===== src/sv/dnp3lfc_pkg.sv =====
// Package for the DNP3 link frame checker: item and result types,
// protocol constants and the CRC-16/DNP byte update. No dependencies.
package dnp3lfc_pkg;

    localparam int HEADER_BYTES = 10;
    localparam int BLOCK_BYTES  = 16;
    localparam int BIDX_W       = $clog2(BLOCK_BYTES + 1);
    localparam int HIDX_W       = $clog2(HEADER_BYTES + 1);

    localparam logic [7:0]  START_BYTE0 = 8'h05;
    localparam logic [7:0]  START_BYTE1 = 8'h64;
    localparam logic [15:0] CRC_POLY    = 16'hA6BC;
    localparam logic [7:0]  MIN_LENGTH  = 8'd5;

    // Summary status codes
    localparam logic [1:0] ST_OK        = 2'd0;
    localparam logic [1:0] ST_BAD_START = 2'd1;
    localparam logic [1:0] ST_TRUNCATED = 2'd2;
    localparam logic [1:0] ST_SHORT_LEN = 2'd3;

    // Result kinds
    localparam logic KIND_PAYLOAD = 1'b0;
    localparam logic KIND_SUMMARY = 1'b1;

    typedef struct packed {
        logic [7:0] data_byte;
        logic       frame_begin;
        logic       buffer_end;
    } t_in_item;

    typedef struct packed {
        logic        kind;
        logic [7:0]  payload_byte;
        logic [1:0]  status;
        logic [15:0] source_address;
        logic [15:0] destination_address;
        logic [7:0]  link_control;
        logic        is_response;
        logic        header_crc_bad;
        logic        block_crc_bad;
        logic        first_fragment;
        logic        final_fragment;
        logic [7:0]  user_data_count;
    } t_result;

    // One byte through the reflected CRC-16/DNP register (init 0, no final invert).
    function automatic logic [15:0] crc_feed(input logic [15:0] crc, input logic [7:0] b);
        logic [15:0] c;
        c = crc ^ {8'h00, b};
        for (int k = 0; k < 8; k++) begin
            c = c[0] ? ((c >> 1) ^ CRC_POLY) : (c >> 1);
        end
        return c;
    endfunction

endpackage


===== src/sv/dnp3lfc_parser.sv =====
// Frame parser state and per-byte next-state logic of the DNP3 link frame checker.
// Depends on dnp3lfc_pkg.
module dnp3lfc_parser (
    input  logic                  i_clk,
    input  logic                  i_rst_n,
    input  logic                  i_step,
    input  dnp3lfc_pkg::t_in_item i_item,
    output logic                  o_res_vld,
    output dnp3lfc_pkg::t_result  o_res
);
    import dnp3lfc_pkg::*;

    localparam logic [2:0] PH_START0 = 3'd0;
    localparam logic [2:0] PH_START1 = 3'd1;
    localparam logic [2:0] PH_HEADER = 3'd2;
    localparam logic [2:0] PH_BLOCK  = 3'd3;
    localparam logic [2:0] PH_CRC_LO = 3'd4;
    localparam logic [2:0] PH_CRC_HI = 3'd5;
    localparam logic [2:0] PH_IDLE   = 3'd6;

    logic [2:0]        r_phase, n_phase, c_phase;
    logic [HIDX_W-1:0] r_hidx,  n_hidx,  c_hidx;
    logic [15:0]       r_crc,   n_crc,   c_crc;
    logic [7:0]        r_low,   n_low,   c_low;
    logic [7:0]        r_len,   n_len,   c_len;
    logic [7:0]        r_ctl,   n_ctl,   c_ctl;
    logic [15:0]       r_dst,   n_dst,   c_dst;
    logic [15:0]       r_src,   n_src,   c_src;
    logic [7:0]        r_rem,   n_rem,   c_rem;
    logic [BIDX_W-1:0] r_bidx,  n_bidx,  c_bidx;
    logic [1:0]        r_err,   n_err,   c_err;
    logic [1:0]        r_tb,    n_tb,    c_tb;

    logic [7:0]  b;
    logic        do_sum, do_pay;
    logic [1:0]  sum_st;
    logic [15:0] crc_b;
    logic        crc_ok;
    logic [7:0]  user_cnt;

    assign b        = i_item.data_byte;
    assign crc_b    = crc_feed(c_crc, b);
    assign crc_ok   = ({b, c_low} == ~c_crc);
    assign user_cnt = c_len - MIN_LENGTH;

    // frame_begin restarts the parser before the byte is looked at
    always_comb begin
        if (i_item.frame_begin) begin
            c_phase = PH_START0;
            c_hidx  = '0;
            c_crc   = '0;
            c_low   = '0;
            c_len   = '0;
            c_ctl   = '0;
            c_dst   = '0;
            c_src   = '0;
            c_rem   = '0;
            c_bidx  = '0;
            c_err   = '0;
            c_tb    = '0;
        end else begin
            c_phase = r_phase;
            c_hidx  = r_hidx;
            c_crc   = r_crc;
            c_low   = r_low;
            c_len   = r_len;
            c_ctl   = r_ctl;
            c_dst   = r_dst;
            c_src   = r_src;
            c_rem   = r_rem;
            c_bidx  = r_bidx;
            c_err   = r_err;
            c_tb    = r_tb;
        end
    end

    always_comb begin
        n_phase = c_phase;
        n_hidx  = c_hidx;
        n_crc   = c_crc;
        n_low   = c_low;
        n_len   = c_len;
        n_ctl   = c_ctl;
        n_dst   = c_dst;
        n_src   = c_src;
        n_rem   = c_rem;
        n_bidx  = c_bidx;
        n_err   = c_err;
        n_tb    = c_tb;
        do_sum  = 1'b0;
        do_pay  = 1'b0;
        sum_st  = ST_OK;

        unique case (c_phase)
            PH_START0: begin
                n_hidx = HIDX_W'(1);
                if (b != START_BYTE0) begin
                    do_sum  = 1'b1;
                    sum_st  = ST_BAD_START;
                    n_phase = PH_IDLE;
                end else begin
                    n_crc   = crc_b;
                    n_phase = PH_START1;
                end
            end
            PH_START1: begin
                n_hidx = HIDX_W'(2);
                if (b != START_BYTE1) begin
                    do_sum  = 1'b1;
                    sum_st  = ST_BAD_START;
                    n_phase = PH_IDLE;
                end else begin
                    n_crc   = crc_b;
                    n_phase = PH_HEADER;
                end
            end
            PH_HEADER: begin
                if (c_hidx < HIDX_W'(8)) begin
                    n_crc = crc_b;
                end
                unique case (c_hidx)
                    HIDX_W'(2): n_len = b;
                    HIDX_W'(3): n_ctl = b;
                    HIDX_W'(4): n_dst = {c_dst[15:8], b};
                    HIDX_W'(5): n_dst = {b, c_dst[7:0]};
                    HIDX_W'(6): n_src = {c_src[15:8], b};
                    HIDX_W'(7): n_src = {b, c_src[7:0]};
                    HIDX_W'(8): n_low = b;
                    default: ;
                endcase
                n_hidx = c_hidx + HIDX_W'(1);
                if (c_hidx >= HIDX_W'(HEADER_BYTES - 1)) begin
                    if (!crc_ok) begin
                        n_err[0] = 1'b1;
                    end
                    if (c_len < MIN_LENGTH) begin
                        do_sum  = 1'b1;
                        sum_st  = ST_SHORT_LEN;
                        n_phase = PH_IDLE;
                    end else begin
                        n_rem = user_cnt;
                        if (user_cnt == 8'd0) begin
                            do_sum  = 1'b1;
                            sum_st  = ST_OK;
                            n_phase = PH_IDLE;
                        end else begin
                            n_phase = PH_BLOCK;
                            n_bidx  = '0;
                            n_crc   = '0;
                        end
                    end
                end
            end
            PH_BLOCK: begin
                n_crc = crc_b;
                // first user byte is the transport header
                if (c_rem == user_cnt) begin
                    n_tb = {b[7], b[6]};
                end else begin
                    do_pay = 1'b1;
                end
                n_bidx = c_bidx + BIDX_W'(1);
                n_rem  = c_rem - 8'd1;
                if (n_bidx >= BIDX_W'(BLOCK_BYTES) || n_rem == 8'd0) begin
                    n_phase = PH_CRC_LO;
                end
            end
            PH_CRC_LO: begin
                n_low   = b;
                n_phase = PH_CRC_HI;
            end
            PH_CRC_HI: begin
                if (!crc_ok) begin
                    n_err[1] = 1'b1;
                end
                if (c_rem == 8'd0) begin
                    do_sum  = 1'b1;
                    sum_st  = ST_OK;
                    n_phase = PH_IDLE;
                end else begin
                    n_phase = PH_BLOCK;
                    n_bidx  = '0;
                    n_crc   = '0;
                end
            end
            default: n_phase = PH_IDLE;
        endcase

        // early end of buffer overrides any payload byte on this step
        if (i_item.buffer_end && n_phase != PH_IDLE) begin
            do_pay  = 1'b0;
            do_sum  = 1'b1;
            sum_st  = ST_TRUNCATED;
            n_phase = PH_IDLE;
        end
    end

    // Result built from the updated frame state
    always_comb begin
        o_res     = '0;
        o_res_vld = do_sum || do_pay;
        if (do_sum) begin
            o_res.kind                = KIND_SUMMARY;
            o_res.status              = sum_st;
            o_res.source_address      = n_src;
            o_res.destination_address = n_dst;
            o_res.link_control        = n_ctl;
            o_res.is_response         = (n_hidx >= HIDX_W'(4)) && !n_ctl[7];
            o_res.header_crc_bad      = n_err[0];
            o_res.block_crc_bad       = n_err[1];
            o_res.first_fragment      = n_tb[0];
            o_res.final_fragment      = n_tb[1];
            o_res.user_data_count     = (n_hidx >= HIDX_W'(3) && n_len >= MIN_LENGTH)
                                        ? (n_len - MIN_LENGTH) : 8'd0;
        end else begin
            o_res.kind         = KIND_PAYLOAD;
            o_res.payload_byte = b;
        end
    end

    always_ff @(posedge i_clk) begin
        if (!i_rst_n) begin
            r_phase <= PH_START0;
            r_hidx  <= '0;
            r_crc   <= '0;
            r_low   <= '0;
            r_len   <= '0;
            r_ctl   <= '0;
            r_dst   <= '0;
            r_src   <= '0;
            r_rem   <= '0;
            r_bidx  <= '0;
            r_err   <= '0;
            r_tb    <= '0;
        end else if (i_step) begin
            r_phase <= n_phase;
            r_hidx  <= n_hidx;
            r_crc   <= n_crc;
            r_low   <= n_low;
            r_len   <= n_len;
            r_ctl   <= n_ctl;
            r_dst   <= n_dst;
            r_src   <= n_src;
            r_rem   <= n_rem;
            r_bidx  <= n_bidx;
            r_err   <= n_err;
            r_tb    <= n_tb;
        end
    end

`ifndef SYNTHESIS
    a_hidx_range: assert property (@(posedge i_clk) disable iff (!i_rst_n)
        r_hidx <= HIDX_W'(HEADER_BYTES))
        else $error("header index past header length");

    a_bidx_range: assert property (@(posedge i_clk) disable iff (!i_rst_n)
        r_bidx <= BIDX_W'(BLOCK_BYTES))
        else $error("block index past block length");

    a_block_has_data: assert property (@(posedge i_clk) disable iff (!i_rst_n)
        r_phase == PH_BLOCK |-> r_rem != 8'd0)
        else $error("block phase with no user bytes left");

    a_summary_idles: assert property (@(posedge i_clk) disable iff (!i_rst_n)
        i_step && do_sum |=> r_phase == PH_IDLE)
        else $error("parser not idle after summary");
`endif

endmodule


===== config.mk =====
export PLATFORM = sky130hd
export DESIGN_NAME = dnp3lfc_parser
export DESIGN_NICKNAME = d
export VERILOG_FILES = /design/src/sv/dnp3lfc_pkg.sv /design/src/sv/dnp3lfc_parser.sv
export SDC_FILE = /design/constraint.sdc
export NUM_CORES = 1
export LEC_CHECK = 0
export CAP_MARGIN = 20
export CORE_MARGIN = 3
export CORE_UTILIZATION = 50
export CTS_BUF_LIST = sky130_fd_sc_hd__clkbuf_4 sky130_fd_sc_hd__clkbuf_8
export DETAILED_ROUTE_END_ITERATION = 8
export DONT_BUFFER_PORTS = 1
export PLACE_DENSITY = 0.71
export REMOVE_ABC_BUFFERS = 1
export SYNTH_ARGS = -nofsm -noshare
export SYNTH_HDL_FRONTEND = slang
export SYNTH_SLANG_ARGS = --single-unit

===== constraint.sdc =====
create_clock -name i_clk -period 5 [get_ports i_clk]
set_input_delay 1 -clock i_clk [delete_from_list [all_inputs] [get_ports i_clk]]
set_output_delay 1 -clock i_clk [all_outputs]
set_load 0.005 [all_outputs]

# Word-level counts from Yosys, hierarchy flattened

Index checks and enable logic that the tools add are counted.

Output and inout port bits: 65
Register bits after elaboration: 96
Logic and storage cells: 145
Bits of input ports: 13

Equality and inequality tests: 17
Reductions and logical operators: 10
Add/sub/neg operators: 5
Bitwise gates (word level): 10
Multiplexer cells: 84
Order comparisons: 7

Operators with widths:

| kind                | number |
|---|---|
| $mux 16             | 20 |
| $mux 8              | 13 |
| $pmux 16 s5         | 1 |
| $not 8->9           | 8 |
| $pmux 16 s2         | 2 |
| $mux 55             | 1 |
| $pmux 8 s2          | 2 |
| $mux 3              | 9 |
| $mux 5              | 5 |
| $logic_not 8->1     | 3 |
| $mux 1              | 18 |
| $pmux 3 s6          | 1 |
| $eq 16x16->1        | 1 |
| $eq 4x3->1 const B  | 4 |
| $not 16->16         | 1 |
| $sub 8x3->8 const B | 2 |
| $xor 16x8->16       | 1 |
| $pmux 5 s3          | 1 |
| $mux 2              | 7 |
| $pmux 4 s3          | 1 |
| $eq 4x2->1 const B  | 2 |
| $eq 8x8->1          | 1 |
| $ge 8x3->1 const B  | 1 |
| $lt 8x3->1 const B  | 1 |
| other kinds (22)    | 27 |

# Logic depth before layout (Yosys ltp)

Depth in word-level cells: 23
Gate-level depth with buffers: 16
Mapped depth without buffers: 12

# Worst setup path before layout

No wires, ideal clock.

Path type: in2out
Start point: input port i_item[1] (netlist name)
End point: output port o_res[63] (netlist name)
Required time: 4.000 ns
Stages on the path: 16
Path slack: 0.250 ns
Arrival: 3.750 ns
Path buffers: 6
Cells stage by stage: buf_4 > buf_2 > buf_2 > buf_1 > nor2b_1 > inv_1 > ha_1 > or4b_1 > nor3_1 > and3_1 > or3_1 > a21o_1 > nor2_4 > buf_4 > inv_1 > buf_4

RTL lines:

| item            | RTL line            | RTL |
|---|---|---|
| start, declared | dnp3lfc_parser.sv:7 | `input dnp3lfc_pkg::t_in_item i_item,` |
| end, declared   | dnp3lfc_parser.sv:9 | `output dnp3lfc_pkg::t_result o_res` |

==> impl_metrics.env <==
export IMPL_grt_util_met2=0.389
export IMPL_postCtsResizedCells=0
export IMPL_clk_pin_slew_worst_paths_ps=90
export IMPL_n_fill_cell=1408
export IMPL_dpl_instance_area_mm2=0.00703
export IMPL_yosys_register_bits=96
export IMPL_tritoncts_clock_tree="yes"
export IMPL_worst_slew_margin_rel=0.391
export IMPL_setup_viol=0
export IMPL_run_status="finished clean"
export IMPL_cts_sink_count=96
export IMPL_ioPinCount=78
export IMPL_grt_first_pass_wirelength_mm=32.7
export IMPL_synth_cell_area_mm2=0.00719
export IMPL_cts_hold_buf=0
export IMPL_initial_core_util=0.514
export IMPL_yosysUniqueCellTypes=82
export IMPL_grt_total_usage=0.250
export IMPL_drc_errors=0
export IMPL_syn2layout_area_growth_pct=0.557
export IMPL_grt_start_max_net_pins=86
export IMPL_worstSetupStartpointType="primary input"
export IMPL_synth_cells=944
export IMPL_worst_hold_path_class="flop to flop"
export IMPL_worst_endpoint_arrival_ps=3420
export IMPL_synth_yosys_warnings=0
export IMPL_globalRoute_busiestLayer="met2"
export IMPL_crit_required_ps=4000
export IMPL_cp_end_kind="output pin"
export IMPL_worst_clock_skew_ps=9.93
export IMPL_crit_fanout=85
export IMPL_met3_usage=0.0475
export IMPL_worstPathCellList="nand2b_1 > inv_1 > ha_1 > and3_1 > nor2_1 > a22oi_1 > ha_1 > nand2_1 > a21oi_1 > o221ai_4 > nor2_1"
export IMPL_final_nets=894
export IMPL_cts_path_max_buffers=2
export IMPL_leakage_power_nw=2.43
export IMPL_final_area_mm2=0.00723
export IMPL_routed_via_count=6700
export IMPL_min_period_over_period=0.883
export IMPL_grtUsageMet1=0.352
export IMPL_grt_antenna_before_repair=0
export IMPL_first_pass_iters=7
export IMPL_pre_cts_setup_slack_ps=652
export IMPL_design_core_area_mm2=0.0140
export IMPL_layout_drive_gt1_share=0.0617
export IMPL_final_setup_worst_slack_ps=583
export IMPL_hold_viol=0
export IMPL_die_height_um=126
export IMPL_dp_final_hpwl_mm=13.4
export IMPL_synth_top_flop_cell="sky130_fd_sc_hd__dfxtp_1"
export IMPL_slowest_stage="sky130_fd_sc_hd__and3_1"
export IMPL_wl_per_cell_um=19.3
export IMPL_slew_viol_final=0
export IMPL_drt_initial_drc_count=663
export IMPL_synth_edf_count=0
export IMPL_worst_pin_slew_ps=914
export IMPL_final_antenna_violating_net_count=0
export IMPL_yosysSeqAreaShare=0.267
export IMPL_clk_root_buffer_cell="sky130_fd_sc_hd__clkbuf_8"
export IMPL_floorplan_rows=43
export IMPL_cts_htree_levels=3
export IMPL_gr_total_overflow=0
export IMPL_type_of_the_worst_setup_path="primary input to output pin"
export IMPL_hold_slack_ps=478
export IMPL_synth_area_per_cell_um2=7.62
export IMPL_cts_setup_buffers=0
export IMPL_max_vdd_ir_drop_mv=0.218
export IMPL_clk_latency_ps=390
export IMPL_timing_setup_tns_ps=0
export IMPL_gp_congestion=0.894
export IMPL_fin_util=0.517
export IMPL_drt_wl_total_mm=20.3
export IMPL_n_antenna_cell=0
export IMPL_cts_buffers_inserted=9
export IMPL_rsz0062_at_grt="no"
export IMPL_portBuffers=0
export IMPL_crit_path_time_final_ps=4420
export IMPL_max_cap_violations=0
export IMPL_p_per_area_mw_per_mm2=234
export IMPL_drt_vias_per_instance=6.35
export IMPL_dieArea_mm2=0.0159
export IMPL_grt_pass1_vias=6056
export IMPL_asyncSetResetFlopFracSynth=0
export IMPL_critPathMaxStageDelay_ps=420
export IMPL_fp_dieW_um=126
export IMPL_achievable_frequency_mhz=226
==> layout make-up <==
class	count	area [µm²]	share of cell area
clock buffer	10	138	0.0190
sequential	96	1920	0.266
clock inverter	5	65.1	0.00900
tap	180	225	0.0312
inverter	24	90.1	0.0125
timing repair buffer	9	67.6	0.00935
multi-input combinational	731	4720	0.653
==> worst max-delay path: cells and delay by family <==
kind            cells  cell delay, ps
fa+ha+maj           2             400
compound gates      3             790
buf+inv             1             130
simple gates        5            1070
==> state kept, by name, indices dropped and copies added, names as in the netlist, 3 cells and up <==
name / cells
r_bidx: 5
r_crc: 16
r_ctl: 8
r_dst: 16
r_hidx: 4
r_len: 8
r_low: 8
r_phase: 3
r_rem: 8
r_src: 16
==> layout by cell type (no fill, tap or decap), drive strengths merged, types with 7 or more instances in the layout <==
cell type | netlist | routed
nor2 | 172 | 172
dfxtp | 96 | 96
a22oi | 89 | 89
xnor2 | 76 | 76
nand2 | 50 | 50
a21oi | 47 | 47
o21ai | 45 | 45
inv | 24 | 26
nor2b | 20 | 20
nor3 | 18 | 18
a32oi | 17 | 17
xor2 | 15 | 15
and2 | 13 | 13
nand3 | 12 | 12
nand2b | 11 | 11
mux2i | 11 | 11
and3 | 10 | 10
ha | 10 | 10
clkbuf | 49 | 10
a31oi | 10 | 10
o211ai | 9 | 9
buf | 44 | 9
nor4 | 8 | 8
o2bb2ai | 7 | 7
==> kinds of logic after synthesis <==
group | after synthesis | share of synthesized area
AO/OA/AOI/OAI | 276 | 0.275
XOR/XNOR | 92 | 0.119
adder cells (fa/ha/maj) | 10 | 0.0174
buffers and inverters | 117 | 0.0759
flip-flops | 96 | 0.267
multiplexers | 12 | 0.0169
AND/OR/NAND/NOR | 341 | 0.229
==> worst paths after layout <==
check / startpoint / slack [ps] / endpoint / cells past startpoint
min reg2reg: r_err[1] / 480 / r_err[1] / 2
max: i_item[1] / 580 / o_res[6] / 11
max reg2reg: r_phase[1] / 1950 / r_crc[2] / 7
min: r_err[1] / 480 / r_err[1] / 2
==> synth_stat cells (3+ instances only) <==
| master | count | area (µm²) |
|---|---|---|
| sky130_fd_sc_hd__o21ai_0 | 39 | 195 |
| sky130_fd_sc_hd__nor4b_1 | 3 | 26.3 |
| sky130_fd_sc_hd__nor4_1 | 5 | 31.3 |
| sky130_fd_sc_hd__nor2b_1 | 20 | 125 |
| sky130_fd_sc_hd__o31ai_1 | 3 | 22.5 |
| sky130_fd_sc_hd__nor3b_1 | 3 | 22.5 |
| sky130_fd_sc_hd__buf_4 | 10 | 75.1 |
| sky130_fd_sc_hd__inv_1 | 23 | 86.3 |
| sky130_fd_sc_hd__dfxtp_1 | 96 | 1920 |
| sky130_fd_sc_hd__nand4_1 | 5 | 31.3 |
| sky130_fd_sc_hd__o2bb2ai_1 | 7 | 61.3 |
| sky130_fd_sc_hd__nor2_1 | 169 | 634 |
| sky130_fd_sc_hd__nand2b_1 | 11 | 68.8 |
| sky130_fd_sc_hd__xor2_1 | 15 | 131 |
| sky130_fd_sc_hd__nor3_1 | 17 | 85.1 |
| sky130_fd_sc_hd__a21oi_2 | 4 | 35.0 |
| sky130_fd_sc_hd__nand2_1 | 50 | 188 |
| sky130_fd_sc_hd__or4b_1 | 3 | 30.0 |
| sky130_fd_sc_hd__o31a_1 | 3 | 26.3 |
| sky130_fd_sc_hd__a211oi_1 | 6 | 45.0 |
| sky130_fd_sc_hd__and2_1 | 13 | 81.3 |
| sky130_fd_sc_hd__a31oi_1 | 9 | 56.3 |
| sky130_fd_sc_hd__nand3_1 | 11 | 55.1 |
| sky130_fd_sc_hd__or3_1 | 4 | 25.0 |
| sky130_fd_sc_hd__o21ai_1 | 5 | 25.0 |
| sky130_fd_sc_hd__a32oi_1 | 17 | 149 |
| sky130_fd_sc_hd__o211ai_1 | 9 | 67.6 |
| sky130_fd_sc_hd__a221oi_1 | 3 | 26.3 |
| sky130_fd_sc_hd__a22oi_1 | 89 | 668 |
| sky130_fd_sc_hd__buf_2 | 29 | 145 |
| sky130_fd_sc_hd__mux2i_1 | 11 | 110 |
| sky130_fd_sc_hd__xnor2_1 | 73 | 639 |
| sky130_fd_sc_hd__a21oi_1 | 43 | 215 |
| sky130_fd_sc_hd__clkbuf_1 | 47 | 176 |
| sky130_fd_sc_hd__ha_1 | 10 | 125 |
| sky130_fd_sc_hd__and3_1 | 10 | 62.6 |
| sky130_fd_sc_hd__o22ai_1 | 5 | 31.3 |
| sky130_fd_sc_hd__buf_6 | 4 | 45.0 |
| sky130_fd_sc_hd__or2_2 | 3 | 18.8 |
| sky130_fd_sc_hd__a21o_1 | 3 | 22.5 |
==> power by group <==
part           switching, mW  leakage [nW]  internal (mW)
clock network          0.304        0.0969          0.248
logic                  0.190          1.56          0.149
registers             0.0271         0.776          0.777
total                  0.521          2.43           1.17
==> metrics by stage <==
step | cells | power (mW)
global placement | 1040 | 1.15
CTS | 1055 | 1.70
global route | 1055 | 1.76
detailed placement | 1040 | 1.16
floorplan | 851 | 1.09
finish | 1055 | 1.69
==> metal layers <==
layer,part of all wire,vias up
met4,0.024,0
li1,-,3201
met1,0.44,3187
met5,0,-
met2,0.46,274
met3,0.073,38
Note: power is estimated with default switching activity, not from simulation.
